[src/rtl/rhc_pkg.sv]
// shared types and constants of the rgb / hsv pixel converter
package rhc_pkg;

    // mode codes
    localparam logic MODE_TO_HSV = 1'b0;
    localparam logic MODE_TO_RGB = 1'b1;

    localparam int unsigned HUE_TURN     = 1536;
    localparam int unsigned SECTOR_STEPS = 256;
    localparam int unsigned FULL_SCALE   = 255;
    localparam int unsigned WEIGHT_FULL  = FULL_SCALE * SECTOR_STEPS;

    // hue sector base offsets in steps
    localparam int unsigned BASE_RED   = HUE_TURN;
    localparam int unsigned BASE_GREEN = 2 * SECTOR_STEPS;
    localparam int unsigned BASE_BLUE  = 4 * SECTOR_STEPS;

    // quotient widths and bits resolved per divider stage
    localparam int unsigned HUE_QW    = 11;
    localparam int unsigned SAT_QW    = 8;
    localparam int unsigned BITS_STEP = 2;
    localparam int unsigned DIV_STAGES = (HUE_QW + BITS_STEP - 1) / BITS_STEP;

    // entry stage plus divider stages, output register comes after
    localparam int unsigned PIPE_STAGES = DIV_STAGES + 1;

    // hue sectors
    typedef enum logic [2:0] {
        SECT_RY = 3'd0,
        SECT_YG = 3'd1,
        SECT_GC = 3'd2,
        SECT_CB = 3'd3,
        SECT_BM = 3'd4,
        SECT_MR = 3'd5
    } sector_t;

    typedef struct packed {
        logic        mode;
        logic        zero;      // max equals min
        logic [7:0]  lvl;
        logic [7:0]  dlt;
        logic [7:0]  mx;
        logic [18:0] hrem;
        logic [10:0] hq;
        logic [15:0] srem;
        logic [7:0]  sq;
        logic [7:0]  v;
        logic [15:0] pr;
        logic [15:0] pg;
        logic [15:0] pb;
        logic [23:0] nr;
        logic [23:0] ng;
        logic [23:0] nb;
        logic [7:0]  cr;
        logic [7:0]  cg;
        logic [7:0]  cb;
    } stage_t;

endpackage

[src/rtl/rgb_hsv_color_converter_top.sv]
// Converts a pixel between 8-bit RGB and HSV (1536 hue steps) in a pipeline that takes one
// request per clock. It has one entry stage (max, min, hue numerator; sector weights times
// saturation), six divider stages that resolve two quotient bits each of the hue division
// (one bit in the last) and of the saturation division (first four only), and the output
// register. The hsv to rgb path uses the first two divider stages for its value multiply
// and its division by 255. Every stage holds while the one after it is full and stalled,
// so in_ready falls only when the whole pipeline is full and out_ready is low.
module rgb_hsv_color_converter_top (
    input  logic        clk,
    input  logic        rst_n,
    input  logic        in_valid,
    output logic        in_ready,
    input  logic        mode,
    input  logic [7:0]  in_red,
    input  logic [7:0]  in_green,
    input  logic [7:0]  in_blue,
    input  logic [10:0] in_hue,
    input  logic [7:0]  in_sat,
    input  logic [7:0]  in_level,
    output logic        out_valid,
    input  logic        out_ready,
    output logic [7:0]  out_red,
    output logic [7:0]  out_green,
    output logic [7:0]  out_blue,
    output logic [10:0] out_hue,
    output logic [7:0]  out_sat,
    output logic [7:0]  out_level
);

    localparam int unsigned NS = rhc_pkg::PIPE_STAGES;

    rhc_pkg::stage_t            pipe_reg  [NS];
    rhc_pkg::stage_t            pipe_next [NS];
    rhc_pkg::stage_t            entry_next;
    logic [NS-1:0]              valid_reg;
    logic [NS:0]                adv;

    logic [7:0]  out_red_reg,   out_red_next;
    logic [7:0]  out_green_reg, out_green_next;
    logic [7:0]  out_blue_reg,  out_blue_next;
    logic [10:0] out_hue_reg,   out_hue_next;
    logic [7:0]  out_sat_reg,   out_sat_next;
    logic [7:0]  out_level_reg, out_level_next;
    logic        out_valid_reg;

    // stage enables: a stage moves when it is empty or the next one moves
    always_comb
    begin
        adv[NS] = !out_valid_reg || out_ready;
        for (int k = NS - 1; k >= 0; k--)
        begin
            adv[k] = !valid_reg[k] || adv[k+1];
        end
    end

    assign in_ready = adv[0];

    // entry stage
    always_comb
    begin
        rhc_pkg::stage_t st;
        logic [7:0]  mx_rg;
        logic [7:0]  mn_rg;
        logic [7:0]  mx;
        logic [7:0]  mn;
        logic [7:0]  dlt;
        logic [7:0]  pos_ch;
        logic [7:0]  neg_ch;
        logic [10:0] base;
        logic [19:0] num;
        logic [10:0] hw;
        logic [8:0]  up;
        logic [8:0]  dn;
        logic [8:0]  xr;
        logic [8:0]  xg;
        logic [8:0]  xb;

        st = '0;
        mx_rg = (in_red > in_green) ? in_red : in_green;
        mn_rg = (in_red < in_green) ? in_red : in_green;
        mx = (mx_rg > in_blue) ? mx_rg : in_blue;
        mn = (mn_rg < in_blue) ? mn_rg : in_blue;
        dlt = mx - mn;

        if (mx == in_red)
        begin
            base   = 11'(rhc_pkg::BASE_RED);
            pos_ch = in_green;
            neg_ch = in_blue;
        end
        else if (mx == in_green)
        begin
            base   = 11'(rhc_pkg::BASE_GREEN);
            pos_ch = in_blue;
            neg_ch = in_red;
        end
        else
        begin
            base   = 11'(rhc_pkg::BASE_BLUE);
            pos_ch = in_red;
            neg_ch = in_green;
        end
        // never negative and below 2^19 once summed
        num = 20'(base) * 20'(dlt) + {4'd0, pos_ch, 8'd0} - {4'd0, neg_ch, 8'd0};

        st.mode = mode;
        st.zero = (dlt == 8'd0);
        st.lvl  = mx;
        st.dlt  = dlt;
        st.mx   = mx;
        st.hrem = num[18:0];
        st.hq   = '0;
        st.srem = 16'(16'(dlt) * 16'(rhc_pkg::FULL_SCALE));
        st.sq   = '0;

        // hsv to rgb: weight of each channel, then saturation times its complement
        hw = (in_hue >= 11'(rhc_pkg::HUE_TURN)) ? in_hue - 11'(rhc_pkg::HUE_TURN) : in_hue;
        up = {1'b0, hw[7:0]};
        dn = 9'(rhc_pkg::SECTOR_STEPS) - up;
        unique case (rhc_pkg::sector_t'(hw[10:8]))
            rhc_pkg::SECT_RY:
            begin
                xr = 9'(rhc_pkg::SECTOR_STEPS); xg = up; xb = '0;
            end
            rhc_pkg::SECT_YG:
            begin
                xr = dn; xg = 9'(rhc_pkg::SECTOR_STEPS); xb = '0;
            end
            rhc_pkg::SECT_GC:
            begin
                xr = '0; xg = 9'(rhc_pkg::SECTOR_STEPS); xb = up;
            end
            rhc_pkg::SECT_CB:
            begin
                xr = '0; xg = dn; xb = 9'(rhc_pkg::SECTOR_STEPS);
            end
            rhc_pkg::SECT_BM:
            begin
                xr = up; xg = '0; xb = 9'(rhc_pkg::SECTOR_STEPS);
            end
            default:
            begin
                xr = 9'(rhc_pkg::SECTOR_STEPS); xg = '0; xb = dn;
            end
        endcase
        st.v  = in_level;
        st.pr = 16'(16'(in_sat) * 16'(9'(rhc_pkg::SECTOR_STEPS) - xr));
        st.pg = 16'(16'(in_sat) * 16'(9'(rhc_pkg::SECTOR_STEPS) - xg));
        st.pb = 16'(16'(in_sat) * 16'(9'(rhc_pkg::SECTOR_STEPS) - xb));

        entry_next = st;
    end

    // divider stages, up to two quotient bits each; rgb multiply and scaling ride along
    always_comb
    begin
        rhc_pkg::stage_t st;
        int          bh;
        int          bs;
        logic [18:0] trial_h;
        logic [15:0] trial_s;
        logic [16:0] sr;
        logic [16:0] sg;
        logic [16:0] sb;

        bh      = 0;
        bs      = 0;
        trial_h = '0;
        trial_s = '0;
        sr      = '0;
        sg      = '0;
        sb      = '0;
        pipe_next[0] = entry_next;
        for (int k = 1; k < NS; k++)
        begin
            st = pipe_reg[k-1];
            for (int j = 0; j < rhc_pkg::BITS_STEP; j++)
            begin
                bh = rhc_pkg::HUE_QW - 1 - rhc_pkg::BITS_STEP * (k - 1) - j;
                bs = rhc_pkg::SAT_QW - 1 - rhc_pkg::BITS_STEP * (k - 1) - j;
                if (bh >= 0)
                begin
                    trial_h = 19'(st.dlt) << bh;
                    if (st.hrem >= trial_h)
                    begin
                        st.hrem  = st.hrem - trial_h;
                        st.hq[bh] = 1'b1;
                    end
                end
                if (bs >= 0)
                begin
                    trial_s = 16'(st.mx) << bs;
                    if (st.srem >= trial_s)
                    begin
                        st.srem  = st.srem - trial_s;
                        st.sq[bs] = 1'b1;
                    end
                end
            end
            if (k == 1)
            begin
                st.nr = 24'(st.v) * 24'(16'(rhc_pkg::WEIGHT_FULL) - st.pr);
                st.ng = 24'(st.v) * 24'(16'(rhc_pkg::WEIGHT_FULL) - st.pg);
                st.nb = 24'(st.v) * 24'(16'(rhc_pkg::WEIGHT_FULL) - st.pb);
            end
            if (k == 2)
            begin
                // floor(n / 65280): drop 8 bits, then divide by 255 via reciprocal
                sr = 17'(st.nr[23:8]) + 17'(st.nr[23:16]) + 17'd1;
                sg = 17'(st.ng[23:8]) + 17'(st.ng[23:16]) + 17'd1;
                sb = 17'(st.nb[23:8]) + 17'(st.nb[23:16]) + 17'd1;
                st.cr = sr[15:8];
                st.cg = sg[15:8];
                st.cb = sb[15:8];
            end
            pipe_next[k] = st;
        end
    end

    // output selection
    always_comb
    begin
        rhc_pkg::stage_t st;
        logic [10:0] hwrap;

        st = pipe_reg[NS-1];
        hwrap = (st.hq >= 11'(rhc_pkg::HUE_TURN)) ? st.hq - 11'(rhc_pkg::HUE_TURN) : st.hq;
        if (st.mode == rhc_pkg::MODE_TO_RGB)
        begin
            out_red_next   = st.cr;
            out_green_next = st.cg;
            out_blue_next  = st.cb;
            out_hue_next   = '0;
            out_sat_next   = '0;
            out_level_next = '0;
        end
        else
        begin
            out_red_next   = '0;
            out_green_next = '0;
            out_blue_next  = '0;
            out_hue_next   = st.zero ? '0 : hwrap;
            out_sat_next   = st.zero ? '0 : st.sq;
            out_level_next = st.lvl;
        end
    end

    always_ff @(posedge clk or negedge rst_n)
    begin
        if (!rst_n)
        begin
            valid_reg     <= '0;
            out_valid_reg <= 1'b0;
        end
        else
        begin
            if (adv[0])
            begin
                valid_reg[0] <= in_valid;
            end
            for (int k = 1; k < NS; k++)
            begin
                if (adv[k])
                begin
                    valid_reg[k] <= valid_reg[k-1];
                end
            end
            if (adv[NS])
            begin
                out_valid_reg <= valid_reg[NS-1];
            end
        end
    end

    always_ff @(posedge clk)
    begin
        for (int k = 0; k < NS; k++)
        begin
            if (adv[k])
            begin
                pipe_reg[k] <= pipe_next[k];
            end
        end
        if (adv[NS])
        begin
            out_red_reg   <= out_red_next;
            out_green_reg <= out_green_next;
            out_blue_reg  <= out_blue_next;
            out_hue_reg   <= out_hue_next;
            out_sat_reg   <= out_sat_next;
            out_level_reg <= out_level_next;
        end
    end

    assign out_valid = out_valid_reg;
    assign out_red   = out_red_reg;
    assign out_green = out_green_reg;
    assign out_blue  = out_blue_reg;
    assign out_hue   = out_hue_reg;
    assign out_sat   = out_sat_reg;
    assign out_level = out_level_reg;

`ifndef SYNTH
    // with the sink taking results, no stage can block a new request
    a_no_block: assert property (@(posedge clk) disable iff (!rst_n)
        out_ready |-> in_ready)
        else $error("pipeline stalled while output is drained");

    // hue is always folded into one turn
    a_hue_range: assert property (@(posedge clk) disable iff (!rst_n)
        out_valid |-> (out_hue < 11'(rhc_pkg::HUE_TURN)))
        else $error("hue out of range");

    // only one mode's fields carry data
    a_mode_fields: assert property (@(posedge clk) disable iff (!rst_n)
        out_valid |-> ((out_hue == '0 && out_sat == '0 && out_level == '0) ||
                       (out_red == '0 && out_green == '0 && out_blue == '0)))
        else $error("both result groups non-zero");

    // a stalled last stage keeps its request until the output frees up
    a_last_hold: assert property (@(posedge clk) disable iff (!rst_n)
        (valid_reg[NS-1] && !adv[NS]) |=> valid_reg[NS-1])
        else $error("request lost in last stage");
`endif

endmodule
[config.mk]
export PLATFORM = sky130hd
export DESIGN_NAME = rgb_hsv_color_converter_top
export DESIGN_NICKNAME = d
export VERILOG_FILES = /design/src/rtl/rhc_pkg.sv /design/src/rtl/rgb_hsv_color_converter_top.sv
export SDC_FILE = /design/constraint.sdc
export NUM_CORES = 2
export LEC_CHECK = 0
export ABC_AREA = 1
export BUFFER_PORTS_ARGS = -buffer_cell sky130_fd_sc_hd__buf_2
export CAP_MARGIN = 20
export CORE_MARGIN = 10
export CORE_UTILIZATION = 45
export DETAILED_ROUTE_END_ITERATION = 10
export GPL_TIMING_DRIVEN = 0
export SLEW_MARGIN = 20
export SYNTH_ARGS = -nofsm -noshare
export SYNTH_HDL_FRONTEND = slang
export SYNTH_SLANG_ARGS = --single-unit
[constraint.sdc]
create_clock -name clk -period 19.3 [get_ports clk]
set_clock_uncertainty 0.15 [all_clocks]
set_input_delay 0.965 -clock clk [delete_from_list [all_inputs] [get_ports clk]]
set_output_delay 0.965 -clock clk [all_outputs]
set_load 0.05 [all_outputs]
==> impl_summary.md <==
Global route
The pin count of the biggest net entering global routing is 64. The residual overflow from global routing is 0. The global-route wire length before repair is 198000 µm.

The number of antenna violations at the first check in global routing is 2. Across every metal layer, demand over resource in global routing totals 0.170. The number of global-route vias before repair is 39200.

Synthesis
The number of distinct standard cells referenced by the synthesized netlist is just under 80. Summing every instance area after synthesis gives around 56000 µm². The most used flip-flop cell after synthesis is sky130_fd_sc_hd__edfxtp_1. When the netlist entered floorplanning its net count stood at 7205. The async set or reset register ratio after synthesis is 0.0129. The count of warnings emitted by yosys is 0.

Synthesis produced between 6000 and 7000 cells. The sequential element share of the synthesized area is 0.330. The number of enable flip-flop cells after synthesis is 612.

Dividing the synthesized area by the synthesized cell count gives 9.20 µm². In this run, synthesis produced a sequential element count of 620.

Worst setup path
The destination of the critical timing path is pipe_reg[0][174]$_DFFE_PP_. The internal reg-to-reg setup slack is 12.09 ns. STA classifies the critical path startpoint as an input port. Counting buffers and inverters, the worst setup path is 44 cells deep. The category of cells accounting for the largest share of critical-path delay is adder cells.

Tracing the worst setup path back leads to its startpoint at in_green[3]. Counting stages on the worst path, the most repeated cell is sky130_fd_sc_hd__inv_1. For the worst setup path, the data arrival time is slightly below 10 ns. The startpoint of the most critical register-to-register path is pipe_reg[0][96]$_DFFE_PP_. The endpoint class of the critical path is a register. Together, buffers and inverters on the worst path number 10.

The critical path is of the in -> reg type. The required time of the critical path is slightly below 20 ns. The worst register-to-register path has a depth of 33.

For this run, the slowest stage of the critical path takes 0.67 ns. The endpoint identified for the worst register-to-register timing path is pipe_reg[1][46]$_DFFE_PP_. The largest individual stage delay along the critical path comes from the cell sky130_fd_sc_hd__a211oi_1. The maximum fanout along the worst path is 10.

Clocking
The maximum level of the CTS H-tree is 3. The root buffer selected by CTS is sky130_fd_sc_hd__clkbuf_16. The post-cts hold buffer count is 0. The TritonCTS buffer count is 69. The clock-pin slew on the worst setup and hold paths is 0.06 ns. The clock drives 620 sinks. The clock passes through at most 3 buffers. Once the clock tree was built, the resizer swapped 0 gates to a different size. TritonCTS built the clock tree. Post-CTS timing repair inserted 0 buffers for setup. The insertion delay of the later-clocked pin in the worst-skew pair is roughly 0.63 ns.

Layout
The share of cells above drive strength 1 is 0.0612. The repair_antennas step left the layout with diodes totalling 0. For this run, the post-layout net count is 7388. The end-of-flow core utilization is 0.495.

The flip-flop count of the largest register, all copies and words added is 561. The area overhead of the layout relative to synthesis is 9.13%.

Routing
Summing over every cut layer, the via total after detailed routing is 38900. The post-route DRC violation count is 0. The wire length reported by the detailed router is 118000 µm. The number of detailed-routing iterations run before antenna repair is 9. Using the TritonRoute via totals, the vias-per-cell ratio works out to about 4.9.

In this run, the number of DRC markers left after iteration 0 of detailed routing was 2001. The wire length per cell is 14.8 µm. The count of antenna-violating nets left after detailed routing is 0.

Floorplan
The number of standard-cell rows in the floorplan is 129. The overall die width is 374 µm. For this design the top-level I/O count stands at around 110.

The die is 374 µm tall. For this configuration, the core starts out at a cell density of 0.454. The core region is 124000 µm².

The die covers 140000 µm².

Run status
The run finished with clean final reports.

Timing
The final hold slack is between 0.03 and 0.04 ns. The clock period could shrink to about 9.5 ns. The max-slew violation count is 0. The setup violation total in the final timing report is 0. Setup repair after global routing left no endpoint under its margin.

The post-layout worst setup margin is 9.83 ns. The fmax is 0.106 GHz. The accumulated negative setup slack is 0 ns.

The final number of hold-violating endpoints was 0. For the pin with the worst max-slew slack, the measured transition is 1.01 ns. The worst relative slew slack is 0.318. Of the available clock period, the critical path in the final layout requires 0.491.

Place
The worst slack at placement is 9.23 ns. During placement, the flow inserted port buffers numbering 104. The post-detailed-placement half-perimeter wirelength is slightly below 100000 µm. The routability congestion estimate from global placement is 0.891.

Worst hold path
The worst min-delay path class is in -> async.

Flow run
Max-cap violations in this run came to 0.
Yosys cell counts, drive strengths merged (3+ instances only):
library cell / count / area [µm²]
a2111oi: 3 / 26.3
a211oi: 19 / 148
a21o: 16 / 120
a21oi: 265 / 1350
a221oi: 3 / 26.3
a31oi: 8 / 50.1
and2: 4 / 25.0
and3: 3 / 18.8
buf: 23 / 146
clkbuf: 77 / 289
clkinv: 9 / 33.8
dfrtp: 8 / 200
edfxtp: 612 / 18400
fa: 522 / 10500
ha: 510 / 6380
inv: 1366 / 5140
nand2: 1011 / 3860
nand3: 128 / 706
nand3b: 5 / 50.1
nand4: 30 / 200
nor2: 675 / 2590
nor3: 63 / 383
nor4: 23 / 190
o2111ai: 7 / 61.3
o211ai: 21 / 158
o21a: 9 / 68.8
o21ai: 243 / 1300
o21bai: 21 / 165
o221ai: 3 / 26.3
o22ai: 23 / 144
o31ai: 7 / 52.6
or2: 22 / 138
xnor2: 132 / 1170
xor2: 227 / 2040
worst min-delay path by stage:
stage,slack [ns],to,cells after the start,start
floorplan,0.25,pipe_reg[1][230]$_DFFE_PP_,0,pipe_reg[0][230]$_DFFE_PP_
global placement,0.25,pipe_reg[5][231]$_DFFE_PP_,0,pipe_reg[4][231]$_DFFE_PP_
detailed placement,0.25,pipe_reg[2][230]$_DFFE_PP_,0,pipe_reg[1][230]$_DFFE_PP_
CTS,0.001,valid_reg[1]$_DFFE_PN0P_,1,rst_n
global route,0.03,valid_reg[1]$_DFFE_PN0P_,1,rst_n
finish,0.04,valid_reg[1]$_DFFE_PN0P_,1,rst_n
area by class of cell:
cell class	count	area, µm²
Buffer	100	435
Clock buffer	82	1810
Clock inverter	43	513
Fill cell	11600	62600
Inverter	1375	5190
Multi-Input combinational cell	4022	32100
Sequential cell	620	18600
Tap cell	1637	2050
Timing Repair Buffer	112	741
placed cells by master, fill, tap and decap left out, types with 19 or more instances in the layout:
master and instances:
sky130_fd_sc_hd__a21oi_1 260, sky130_fd_sc_hd__buf_2 110, sky130_fd_sc_hd__clkbuf_1 88, sky130_fd_sc_hd__clkbuf_16 70
sky130_fd_sc_hd__clkinv_1 20, sky130_fd_sc_hd__edfxtp_1 612, sky130_fd_sc_hd__fa_1 522, sky130_fd_sc_hd__ha_1 510
sky130_fd_sc_hd__inv_1 1332, sky130_fd_sc_hd__inv_2 24, sky130_fd_sc_hd__nand2_1 989, sky130_fd_sc_hd__nand2_2 19
sky130_fd_sc_hd__nand3_1 118, sky130_fd_sc_hd__nand4_1 28, sky130_fd_sc_hd__nor2_1 661, sky130_fd_sc_hd__nor3_1 52
sky130_fd_sc_hd__o211ai_1 21, sky130_fd_sc_hd__o21ai_0 186, sky130_fd_sc_hd__o21ai_1 37, sky130_fd_sc_hd__o21ai_2 19
sky130_fd_sc_hd__o21bai_1 19, sky130_fd_sc_hd__o22ai_1 23, sky130_fd_sc_hd__or2_2 19, sky130_fd_sc_hd__xnor2_1 130
sky130_fd_sc_hd__xor2_1 220
cells by family (layout without fill, tap and decap cells):
logic type      Yosys count  in the layout  share of synthesized area
compound gates          661            661                     0.0679
xor+xnor                359            359                     0.0571
fa+ha+maj              1032           1032                      0.299
buf+inv                1475           1712                     0.0997
flops                   620            620                      0.330
mux                       1              1                   0.000200
simple gates           1969           1969                      0.146
routing by layer:
layer  vias up  wire, µm  global-route usage
li1      19700         -                   -
met1     18400     56400               0.236
met3       147      4960              0.0207
met2       715     54300               0.284
met4         0      2310              0.0389
met5         -         0                   0
metrics by stage:
stage	cell area, µm²	std cells
global route	61400	7991
floorplan	56300	6117
global placement	58800	7858
CTS	61400	7991
finish	61400	7991
detailed placement	59100	7866
Power is not shown: default switching activity piles up to over one toggle a cycle in this logic, so the estimate is an artifact.
